`config.mk`:
```
export PLATFORM = sky130hd
export DESIGN_NAME = ipv4_prefix_route_table_flat
export DESIGN_NICKNAME = d
export VERILOG_FILES = /design/src/rtl/ipv4rt_pkg.sv /design/src/rtl/ipv4rt_if.sv /design/src/rtl/ipv4_prefix_route_table.sv /design/src/rtl/ipv4rt_table.sv /design/src/rtl/ipv4rt_match.sv /design/src/flat_wrapper.sv
export SDC_FILE = /design/constraint.sdc
export NUM_CORES = 2
export LEC_CHECK = 0
export BUFFER_PORTS_ARGS = -buffer_cell sky130_fd_sc_hd__clkbuf_2
export CORE_MARGIN = 3
export CORE_UTILIZATION = 37
export DETAILED_ROUTE_END_ITERATION = 16
export GPL_ROUTABILITY_DRIVEN = 0
export HOLD_SLACK_MARGIN = 0.12
export PLACE_DENSITY_LB_ADDON = 0.3
export SYNTH_ARGS = -nofsm -noshare
export SYNTH_HDL_FRONTEND = slang
export SYNTH_SLANG_ARGS = --single-unit
```
`constraint.sdc`:
```
create_clock -name clk -period 8.4 [get_ports clk]
set_input_delay 2.52 -clock clk [delete_from_list [all_inputs] [get_ports clk]]
set_output_delay 2.52 -clock clk [all_outputs]
set_load 0.1 [all_outputs]
```
`src/rtl/ipv4rt_pkg.sv`:
```
// Shared types, constants and helpers of the IPv4 prefix route table.
// Depends on nothing; every other file of the block uses it by scoped names.
`default_nettype none

package ipv4rt_pkg;

  localparam int ADDR_BITS       = 32;
  localparam int LEN_W           = 6;
  localparam int PORT_W          = 8;
  localparam int NIC_W           = 9;
  localparam int TABLE_DEPTH_DEF = 64;

  localparam logic ACT_INSERT = 1'b0;
  localparam logic ACT_LOOKUP = 1'b1;

  typedef struct packed {
    logic [ADDR_BITS-1:0] prefix;
    logic [LEN_W-1:0]     length;
    logic [PORT_W-1:0]    port;
  } entry_t;

  // Control from the sequencer to the compare unit.
  typedef struct packed {
    logic clear;
    logic en;
  } cmp_ctl_t;

  // Result of the compare unit back to the sequencer.
  typedef struct packed {
    logic              found;
    logic [PORT_W-1:0] port;
  } cmp_res_t;

  // Network mask for a prefix length of 0 to 32; zero length gives an empty mask.
  function automatic logic [ADDR_BITS-1:0] prefix_mask(input logic [LEN_W-1:0] len);
    logic [ADDR_BITS-1:0] ones;
    ones = '1;
    return ~(ones >> len);
  endfunction

endpackage

`default_nettype wire

```
`src/rtl/ipv4rt_if.sv`:
```
// Request and reply channel interfaces of the IPv4 prefix route table.
// Depends on ipv4rt_pkg for field widths.
`default_nettype none

interface ipv4rt_req_if;
  logic                                valid;
  logic                                ready;
  logic                                action;
  logic [ipv4rt_pkg::ADDR_BITS-1:0]    address;
  logic [ipv4rt_pkg::LEN_W-1:0]        prefix_length;
  logic [ipv4rt_pkg::PORT_W-1:0]       interface_id;
  logic [31:0]                         packet_id;

  modport source (output valid, action, address, prefix_length, interface_id, packet_id,
                  input ready);
  modport sink (input valid, action, address, prefix_length, interface_id, packet_id,
                output ready);
endinterface

interface ipv4rt_rsp_if;
  logic                          valid;
  logic                          ready;
  logic                          reply_kind;
  logic [31:0]                   packet_tag;
  logic                          route_found;
  logic [ipv4rt_pkg::PORT_W-1:0] out_interface;
  logic                          insert_accepted;
  logic [31:0]                   forwarded_total;
  logic [31:0]                   dropped_total;

  modport source (output valid, reply_kind, packet_tag, route_found, out_interface,
                  insert_accepted, forwarded_total, dropped_total,
                  input ready);
  modport sink (input valid, reply_kind, packet_tag, route_found, out_interface,
                insert_accepted, forwarded_total, dropped_total,
                output ready);
endinterface

`default_nettype wire

```
`src/rtl/ipv4_prefix_route_table.sv`:
```
// IPv4 longest prefix match route table, top level: sequencer, entry store, compare unit.
// Insert request: the reply is built in DONE; the next request is taken back in IDLE.
// Lookup request: N stored entries are read one per cycle through the single memory read
// port and compared in turn, then the reply is built in DONE; the next request is taken
// once the sequencer is back in IDLE.
// Synchronous active-low reset empties the table, clears counters and nic_count; no sweep.
`default_nettype none

module ipv4_prefix_route_table #(
  parameter int TABLE_DEPTH = ipv4rt_pkg::TABLE_DEPTH_DEF
) (
  input  wire logic                         clk,
  input  wire logic                         rst_n,
  ipv4rt_req_if.sink                        in_req,
  ipv4rt_rsp_if.source                      out_rsp,
  input  wire logic                         cfg_we,
  input  wire logic [ipv4rt_pkg::NIC_W-1:0] cfg_wdata
);

  localparam int IDX_W = (TABLE_DEPTH > 1) ? $clog2(TABLE_DEPTH) : 1;
  localparam int CNT_W = $clog2(TABLE_DEPTH + 1);
  localparam logic [CNT_W-1:0] DEPTH_C = CNT_W'(TABLE_DEPTH);

  // One-hot sequencer states. SCAN streams the table through the compare unit;
  // DONE holds a finished reply until the output register is free.
  typedef enum logic [2:0] {
    S_IDLE = 3'b001,
    S_SCAN = 3'b010,
    S_DONE = 3'b100
  } state_t;

  state_t state_r, state_nxt;

  // Configuration register.
  logic [ipv4rt_pkg::NIC_W-1:0] nic_count_r;

  // Table fill level and scan read pointer.
  logic [CNT_W-1:0] total_r, total_nxt;
  logic [CNT_W-1:0] rd_cnt_r, rd_cnt_nxt;

  // Captured request.
  logic                             kind_r, kind_nxt;
  logic                             accepted_r, accepted_nxt;
  logic [ipv4rt_pkg::ADDR_BITS-1:0] dest_r, dest_nxt;
  logic [31:0]                      pid_r, pid_nxt;

  // Packet counters.
  logic [31:0] fwd_r, fwd_nxt;
  logic [31:0] drop_r, drop_nxt;

  // Output register.
  logic                          out_valid_r, out_valid_nxt;
  logic                          o_kind_r, o_kind_nxt;
  logic [31:0]                   o_tag_r, o_tag_nxt;
  logic                          o_found_r, o_found_nxt;
  logic [ipv4rt_pkg::PORT_W-1:0] o_port_r, o_port_nxt;
  logic                          o_acc_r, o_acc_nxt;
  logic [31:0]                   o_fwd_r, o_fwd_nxt;
  logic [31:0]                   o_drop_r, o_drop_nxt;

  // Handshake and datapath nets.
  logic                          in_fire;
  logic                          out_free;
  logic                          can_insert;
  logic [ipv4rt_pkg::LEN_W-1:0]  sat_len;
  logic [ipv4rt_pkg::NIC_W-1:0]  nic_max;
  logic [ipv4rt_pkg::PORT_W-1:0] clamp_port;
  logic                          wr_en;
  ipv4rt_pkg::entry_t            wr_data;
  logic                          rd_en;
  ipv4rt_pkg::entry_t            rd_data;
  logic                          rd_vld;
  ipv4rt_pkg::cmp_ctl_t          cmp_ctl;
  ipv4rt_pkg::cmp_res_t          cmp_res;

  // A new request is taken whenever the sequencer is idle, even if the previous reply
  // still waits in the output register; DONE then holds until that register empties.
  assign in_req.ready = (state_r == S_IDLE);
  assign in_fire      = in_req.valid && in_req.ready;
  assign out_free     = !out_valid_r || out_rsp.ready;

  // Insert path: saturate the length, clamp the interface to nic_count-1, and store
  // the prefix with its host bits cleared. The write happens in the accepting cycle.
  assign can_insert = (total_r < DEPTH_C) && (nic_count_r != '0);
  assign sat_len    = (in_req.prefix_length > ipv4rt_pkg::LEN_W'(ipv4rt_pkg::ADDR_BITS)) ?
                      ipv4rt_pkg::LEN_W'(ipv4rt_pkg::ADDR_BITS) : in_req.prefix_length;
  assign nic_max    = nic_count_r - ipv4rt_pkg::NIC_W'(1);
  assign clamp_port = ({1'b0, in_req.interface_id} > nic_max) ?
                      nic_max[ipv4rt_pkg::PORT_W-1:0] : in_req.interface_id;

  assign wr_en          = in_fire && (in_req.action == ipv4rt_pkg::ACT_INSERT) && can_insert;
  assign wr_data.prefix = in_req.address & ipv4rt_pkg::prefix_mask(sat_len);
  assign wr_data.length = sat_len;
  assign wr_data.port   = clamp_port;

  // Scan path: one entry read per cycle; the compare unit sees each entry in the cycle
  // after its read, aligned with the registered read data.
  assign rd_en       = (state_r == S_SCAN) && (rd_cnt_r < total_r);
  assign cmp_ctl.clear = in_fire;
  assign cmp_ctl.en    = rd_vld;

  ipv4rt_table #(
    .DEPTH (TABLE_DEPTH),
    .IDX_W (IDX_W)
  ) u_table (
    .clk       (clk),
    .rst_n     (rst_n),
    .wr_en     (wr_en),
    .wr_idx    (total_r[IDX_W-1:0]),
    .wr_data   (wr_data),
    .rd_en     (rd_en),
    .rd_idx    (rd_cnt_r[IDX_W-1:0]),
    .rd_data_r (rd_data),
    .rd_vld_r  (rd_vld)
  );

  ipv4rt_match u_match (
    .clk   (clk),
    .rst_n (rst_n),
    .ctl   (cmp_ctl),
    .dest  (dest_r),
    .entry (rd_data),
    .res   (cmp_res)
  );

  // Sequencer and reply assembly.
  always_comb begin
    state_nxt     = state_r;
    total_nxt     = total_r;
    rd_cnt_nxt    = rd_cnt_r;
    kind_nxt      = kind_r;
    accepted_nxt  = accepted_r;
    dest_nxt      = dest_r;
    pid_nxt       = pid_r;
    fwd_nxt       = fwd_r;
    drop_nxt      = drop_r;
    out_valid_nxt = out_valid_r;
    o_kind_nxt    = o_kind_r;
    o_tag_nxt     = o_tag_r;
    o_found_nxt   = o_found_r;
    o_port_nxt    = o_port_r;
    o_acc_nxt     = o_acc_r;
    o_fwd_nxt     = o_fwd_r;
    o_drop_nxt    = o_drop_r;

    if (out_valid_r && out_rsp.ready) begin
      out_valid_nxt = 1'b0;
    end

    case (state_r)
      S_IDLE: begin
        if (in_fire) begin
          kind_nxt     = in_req.action;
          dest_nxt     = in_req.address;
          pid_nxt      = in_req.packet_id;
          accepted_nxt = wr_en;
          rd_cnt_nxt   = '0;
          if (in_req.action == ipv4rt_pkg::ACT_INSERT) begin
            if (wr_en) begin
              total_nxt = total_r + CNT_W'(1);
            end
            state_nxt = S_DONE;
          end else begin
            state_nxt = S_SCAN;
          end
        end
      end
      S_SCAN: begin
        if (rd_en) begin
          rd_cnt_nxt = rd_cnt_r + CNT_W'(1);
        end else if (!rd_vld) begin
          // Every entry has been read and the last one compared.
          state_nxt = S_DONE;
        end
      end
      S_DONE: begin
        if (out_free) begin
          out_valid_nxt = 1'b1;
          o_kind_nxt    = kind_r;
          if (kind_r == ipv4rt_pkg::ACT_LOOKUP) begin
            o_tag_nxt   = pid_r;
            o_found_nxt = cmp_res.found;
            o_port_nxt  = cmp_res.port;
            o_acc_nxt   = 1'b0;
            if (cmp_res.found) begin
              fwd_nxt = fwd_r + 32'd1;
            end else begin
              drop_nxt = drop_r + 32'd1;
            end
          end else begin
            o_tag_nxt   = '0;
            o_found_nxt = 1'b0;
            o_port_nxt  = '0;
            o_acc_nxt   = accepted_r;
          end
          o_fwd_nxt  = fwd_nxt;
          o_drop_nxt = drop_nxt;
          state_nxt  = S_IDLE;
        end
      end
      default: begin
        state_nxt = S_IDLE;
      end
    endcase
  end

  always_ff @(posedge clk) begin
    if (!rst_n) begin
      state_r     <= S_IDLE;
      total_r     <= '0;
      rd_cnt_r    <= '0;
      fwd_r       <= '0;
      drop_r      <= '0;
      out_valid_r <= 1'b0;
      nic_count_r <= '0;
    end else begin
      state_r     <= state_nxt;
      total_r     <= total_nxt;
      rd_cnt_r    <= rd_cnt_nxt;
      fwd_r       <= fwd_nxt;
      drop_r      <= drop_nxt;
      out_valid_r <= out_valid_nxt;
      if (cfg_we) begin
        nic_count_r <= cfg_wdata;
      end
    end
  end

  // Payload registers carry no reset.
  always_ff @(posedge clk) begin
    kind_r     <= kind_nxt;
    accepted_r <= accepted_nxt;
    dest_r     <= dest_nxt;
    pid_r      <= pid_nxt;
    o_kind_r   <= o_kind_nxt;
    o_tag_r    <= o_tag_nxt;
    o_found_r  <= o_found_nxt;
    o_port_r   <= o_port_nxt;
    o_acc_r    <= o_acc_nxt;
    o_fwd_r    <= o_fwd_nxt;
    o_drop_r   <= o_drop_nxt;
  end

  assign out_rsp.valid           = out_valid_r;
  assign out_rsp.reply_kind      = o_kind_r;
  assign out_rsp.packet_tag      = o_tag_r;
  assign out_rsp.route_found     = o_found_r;
  assign out_rsp.out_interface   = o_port_r;
  assign out_rsp.insert_accepted = o_acc_r;
  assign out_rsp.forwarded_total = o_fwd_r;
  assign out_rsp.dropped_total   = o_drop_r;

endmodule

`default_nettype wire

```
`src/rtl/ipv4rt_table.sv`:
```
// Entry store of the route table: one write port and one registered read port.
// Depends on ipv4rt_pkg for the entry type.
`default_nettype none

module ipv4rt_table #(
  parameter int DEPTH = ipv4rt_pkg::TABLE_DEPTH_DEF,
  parameter int IDX_W = (DEPTH > 1) ? $clog2(DEPTH) : 1
) (
  input  wire logic               clk,
  input  wire logic               rst_n,
  input  wire logic               wr_en,
  input  wire logic [IDX_W-1:0]   wr_idx,
  input  wire ipv4rt_pkg::entry_t wr_data,
  input  wire logic               rd_en,
  input  wire logic [IDX_W-1:0]   rd_idx,
  output ipv4rt_pkg::entry_t      rd_data_r,
  output logic                    rd_vld_r
);

  ipv4rt_pkg::entry_t mem [DEPTH];

  always_ff @(posedge clk) begin
    if (wr_en) begin
      mem[wr_idx] <= wr_data;
    end
    if (rd_en) begin
      rd_data_r <= mem[rd_idx];
    end
  end

  // Marks the cycle in which rd_data_r holds a freshly read entry.
  always_ff @(posedge clk) begin
    if (!rst_n) begin
      rd_vld_r <= 1'b0;
    end else begin
      rd_vld_r <= rd_en;
    end
  end

endmodule

`default_nettype wire

```
`src/rtl/ipv4rt_match.sv`:
```
// Shared masked compare unit that keeps the best match seen during a scan.
// Depends on ipv4rt_pkg for the entry, control and result types.
`default_nettype none

module ipv4rt_match (
  input  wire logic                             clk,
  input  wire logic                             rst_n,
  input  wire ipv4rt_pkg::cmp_ctl_t             ctl,
  input  wire logic [ipv4rt_pkg::ADDR_BITS-1:0] dest,
  input  wire ipv4rt_pkg::entry_t               entry,
  output ipv4rt_pkg::cmp_res_t                  res
);

  logic                          found_r, found_nxt;
  logic [ipv4rt_pkg::LEN_W-1:0]  best_len_r, best_len_nxt;
  logic [ipv4rt_pkg::PORT_W-1:0] port_r, port_nxt;
  logic                          hit;

  // Entries arrive in insertion order, so ">=" lets the latest equal entry win.
  assign hit = ((dest & ipv4rt_pkg::prefix_mask(entry.length)) == entry.prefix) &&
               (!found_r || (entry.length >= best_len_r));

  always_comb begin
    found_nxt    = found_r;
    best_len_nxt = best_len_r;
    port_nxt     = port_r;
    if (ctl.clear) begin
      found_nxt    = 1'b0;
      best_len_nxt = '0;
      port_nxt     = '0;
    end else if (ctl.en && hit) begin
      found_nxt    = 1'b1;
      best_len_nxt = entry.length;
      port_nxt     = entry.port;
    end
  end

  always_ff @(posedge clk) begin
    if (!rst_n) begin
      found_r <= 1'b0;
    end else begin
      found_r <= found_nxt;
    end
  end

  always_ff @(posedge clk) begin
    best_len_r <= best_len_nxt;
    port_r     <= port_nxt;
  end

  assign res.found = found_r;
  assign res.port  = port_r;

endmodule

`default_nettype wire
```
`src/flat_wrapper.sv`:
```
// flat-port wrapper written by rule: the top's interface ports become plain ports
module ipv4_prefix_route_table_flat 
#(
  parameter int TABLE_DEPTH = ipv4rt_pkg::TABLE_DEPTH_DEF
)
  (clk, rst_n, cfg_we, cfg_wdata, in_req_valid, in_req_action, in_req_address, in_req_prefix_length, in_req_interface_id, in_req_packet_id, in_req_ready, out_rsp_valid, out_rsp_reply_kind, out_rsp_packet_tag, out_rsp_route_found, out_rsp_out_interface, out_rsp_insert_accepted, out_rsp_forwarded_total, out_rsp_dropped_total, out_rsp_ready);
  ipv4rt_req_if in_req_i ();
  ipv4rt_rsp_if out_rsp_i ();
  input  wire logic clk;
  input  wire logic rst_n;
  input  wire logic cfg_we;
  input  wire logic [ipv4rt_pkg::NIC_W-1:0] cfg_wdata;
  input wire logic [$bits(in_req_i.valid)-1:0] in_req_valid;
  input wire logic [$bits(in_req_i.action)-1:0] in_req_action;
  input wire logic [$bits(in_req_i.address)-1:0] in_req_address;
  input wire logic [$bits(in_req_i.prefix_length)-1:0] in_req_prefix_length;
  input wire logic [$bits(in_req_i.interface_id)-1:0] in_req_interface_id;
  input wire logic [$bits(in_req_i.packet_id)-1:0] in_req_packet_id;
  output wire logic [$bits(in_req_i.ready)-1:0] in_req_ready;
  output wire logic [$bits(out_rsp_i.valid)-1:0] out_rsp_valid;
  output wire logic [$bits(out_rsp_i.reply_kind)-1:0] out_rsp_reply_kind;
  output wire logic [$bits(out_rsp_i.packet_tag)-1:0] out_rsp_packet_tag;
  output wire logic [$bits(out_rsp_i.route_found)-1:0] out_rsp_route_found;
  output wire logic [$bits(out_rsp_i.out_interface)-1:0] out_rsp_out_interface;
  output wire logic [$bits(out_rsp_i.insert_accepted)-1:0] out_rsp_insert_accepted;
  output wire logic [$bits(out_rsp_i.forwarded_total)-1:0] out_rsp_forwarded_total;
  output wire logic [$bits(out_rsp_i.dropped_total)-1:0] out_rsp_dropped_total;
  input wire logic [$bits(out_rsp_i.ready)-1:0] out_rsp_ready;
  assign in_req_i.valid = in_req_valid;
  assign in_req_i.action = in_req_action;
  assign in_req_i.address = in_req_address;
  assign in_req_i.prefix_length = in_req_prefix_length;
  assign in_req_i.interface_id = in_req_interface_id;
  assign in_req_i.packet_id = in_req_packet_id;
  assign in_req_ready = in_req_i.ready;
  assign out_rsp_valid = out_rsp_i.valid;
  assign out_rsp_reply_kind = out_rsp_i.reply_kind;
  assign out_rsp_packet_tag = out_rsp_i.packet_tag;
  assign out_rsp_route_found = out_rsp_i.route_found;
  assign out_rsp_out_interface = out_rsp_i.out_interface;
  assign out_rsp_insert_accepted = out_rsp_i.insert_accepted;
  assign out_rsp_forwarded_total = out_rsp_i.forwarded_total;
  assign out_rsp_dropped_total = out_rsp_i.dropped_total;
  assign out_rsp_i.ready = out_rsp_ready;
  ipv4_prefix_route_table #(.TABLE_DEPTH(TABLE_DEPTH)) u_core (.clk(clk), .rst_n(rst_n), .in_req(in_req_i), .out_rsp(out_rsp_i), .cfg_we(cfg_we), .cfg_wdata(cfg_wdata));
endmodule
```
==> run summary <==
CTS resizes - 0
crit path buf inv count - 4
CTS Hold Buffers Added - 0
final slew viol count - 0
GRT Resource Usage Total - 0.191
Syn-to-layout area delta - 15.0%
max incr delay on CP - 1.16 ns
Sum Neg Setup Slack - 0 ns
Commonest cells post-synth - edfxtp_1, mux4_2, clkbuf_1
I/O Pins - 202
CTS tree - done
Die Y-Extent - 589 microns
Pre-Repair DR Iteration Count - 8
slowest library cell on the worst path - nor2_4
final setup fails - 0
total number of vias - 59606
CP dominant cell by count - buf_4
peak supply drop - 0.171 mV
FP Rows - 213
Initial DRC Count - 7098
area post-placement - 134000 sq um
main flop type after synthesis - edfxtp_1
cell taking the most area after synthesis - edfxtp_1
TritonCTS buffer count - 335
Synth Register Bits - 3270
setup bufs post-CTS - 0
Crit Path Class - primary input to flop
post-route ant nets - 0
cells after synthesis - 5505
max-cap viol count - 0
Routed WL per cell - 31.3 microns
Post-Syn Area - 126000 sq um
Hold WC Path Type - flop to flop
RSZ-0062 raised after global routing - false
Clock Sinks - 3270
initial antenna violation count - 23
CP endpoint kind - flop
Detail Placement HPWL - 200 mm
clock slew seen by the registers of the worst setup and hold paths - 0.06 ns
maximum clock insertion buffer count - 4
P_leak - 43.7 nW
Netlist cell types - 67
Tot Pwr - 33.7 mW
Hold Slack - 0.458 ns
period utilization - 0.668
number of global-route vias before repair - 60094
die footprint - 347000 sq um
Worst slew margin - 0.119
Synth area leaders - edfxtp_1, mux4_2, dfxtp_1
Worst Max-Slew Pin Slew - 1.32 ns
Hold Fails Final Rpt - 0
Final min period - 5.61 ns
Fmax - 178 MHz
H-Tree Depth - 5
Via density - 5.56
Initial Util - 0.373
GRT Residual Overflow - 0
syn_nets - 5624
post-route cell area - 145000 sq um
fraction of registers with async set/reset - 0
required time of the critical path - 8.95 ns
first-pass GRT wire length - 473 mm
crit path cell chain - clkbuf_2 -> nand2_1 -> buf_4 -> a2111oi_2 -> buf_4 -> and2_1 -> nand3_1 -> nor2_4 -> buf_4
P per Cell Area - 233 nW/um^2
pre-CTS setup slack - 1.93 ns
DRC viols - 0
count leader, synth - edfxtp_1
crit start category - primary input
core footprint - 338000 sq um
Skew-Pair Late Insertion Delay - 0.90 ns
Synth top area share - 0.754
final worst slack - 2.79 ns
Routed WL - 336 mm
Die X-Extent - 589 microns
clk root buf - clkbuf_16
fraction of layout cells with a size suffix above 1 - 0.314
Worst EP arrival - 6.16 ns
Avg Inst Size Synth - 22.9 sq um
YS warnings - 0
Setup Skew - 0.0607 ns
final net count - 6055
CP delay by family, top - simple AND/OR/NAND/NOR gates
crit-path max FO - 32
Seq/Total Area, Yosys - 0.771
PortBufs - 201
largest net degree at the start of global routing - 114
status - finished, final reports clean
Post-synth EDFFs - 3163
per-stage QoR:
| stage | utilization | instances |
|---|---|---|
| floorplan | - | 5505 |
| global placement | 0.397 | 10114 |
| detailed placement | 0.397 | 10114 |
| CTS | 0.429 | 10715 |
| global route | 0.429 | 10723 |
| finish | 0.429 | 10728 |
path summary, 6_finish.rpt:
check,startpoint,end,slack (ns),cells past startpoint
max,in_req_valid,u_core.u_table.mem[43][44],2.79,9
min,u_core.u_match.best_len_r[3],u_core.u_match.best_len_r[3],0.46,2
max reg2reg,u_core.nic_count_r[2],u_core.u_table.mem[15][5],3.71,10
min reg2reg,u_core.u_match.best_len_r[3],u_core.u_match.best_len_r[3],0.46,2
worst register-to-register path, delay by kind of cell (launching register included):
kind	cells	cell delay, ns
compound gates	3	1.96
simple gates	4	1.03
buf+inv	1	0.50
flops	1	0.37
fa+ha+maj	1	0.33
xor+xnor	1	0.25
layout make-up:
type / count / area (sq um)
Antenna cell: 13 / 32.5
Clock buffer: 417 / 8890
Clock inverter: 184 / 1740
Fill cell: 28594 / 193000
Inverter: 39 / 151
Multi-Input combinational cell: 1916 / 28500
Sequential cell: 3270 / 97100
Tap cell: 4515 / 5650
Timing Repair Buffer: 374 / 2670
cell families after synthesis:
logic type / after synthesis / share of synthesized area
xor gates and xnor gates: 136 / 0.00946
buffers and inverters: 319 / 0.00961
AOI/OAI and AO/OA: 174 / 0.00879
DFF: 3270 / 0.771
adders and majority gates: 26 / 0.00258
muxes: 998 / 0.175
and+or+nand+nor: 582 / 0.0228
sequential cells by signal (all words and copies together), names as in the netlist, 6 cells and up:
register                        cells
u_core.u_table.mem               2944
u_core.u_table.rd_data_r           46
u_core.dest_r                      32
u_core.drop_r                      32
u_core.fwd_r                       32
u_core.out_rsp.dropped_total       32
u_core.out_rsp.forwarded_total     32
u_core.out_rsp.packet_tag          32
u_core.pid_r                       32
u_core.nic_count_r                  9
u_core.out_rsp.out_interface        8
u_core.u_match.port_r               8
u_core.rd_cnt_r                     7
u_core.total_r                      7
u_core.u_match.best_len_r           6
layout by cell type, fill, tap and decap left out, drive strengths merged, types with 4 or more instances in the layout:
cell,n
edfxtp,3163
mux4,966
clkbuf,617
buf,174
nor2,172
nand2,133
clkinv,131
dfxtp,107
xnor2,78
xor2,58
and2,55
a21oi,51
inv,50
nand3,49
o21ai,43
mux2i,30
bufinv,29
nor2b,27
nand4,26
or3,26
ha,26
nor3,26
a21boi,17
nor4,16
and3,14
diode,13
clkinvlp,13
o21a,12
a31oi,12
nand2b,11
or4,8
a21o,6
nor3b,5
and4,4
o31a,4
or2,4
metal layers:
layer	global-route usage	part of all wire	up-vias
li1	-	-	24141
met2	0.313	0.49	2512
met5	0	0.00012	-
met4	0.0731	0.041	6
met1	0.260	0.40	32465
met3	0.0281	0.065	482
power by group:
| group | internal (mW) | switching (mW) | leakage, nW |
|---|---|---|---|
| clock | 8.42 | 6.16 | 5.20 |
| sequential | 18.1 | 0.0226 | 29.6 |
| combinational | 0.177 | 0.767 | 8.86 |
Note: power is estimated with default switching activity, not from simulation.
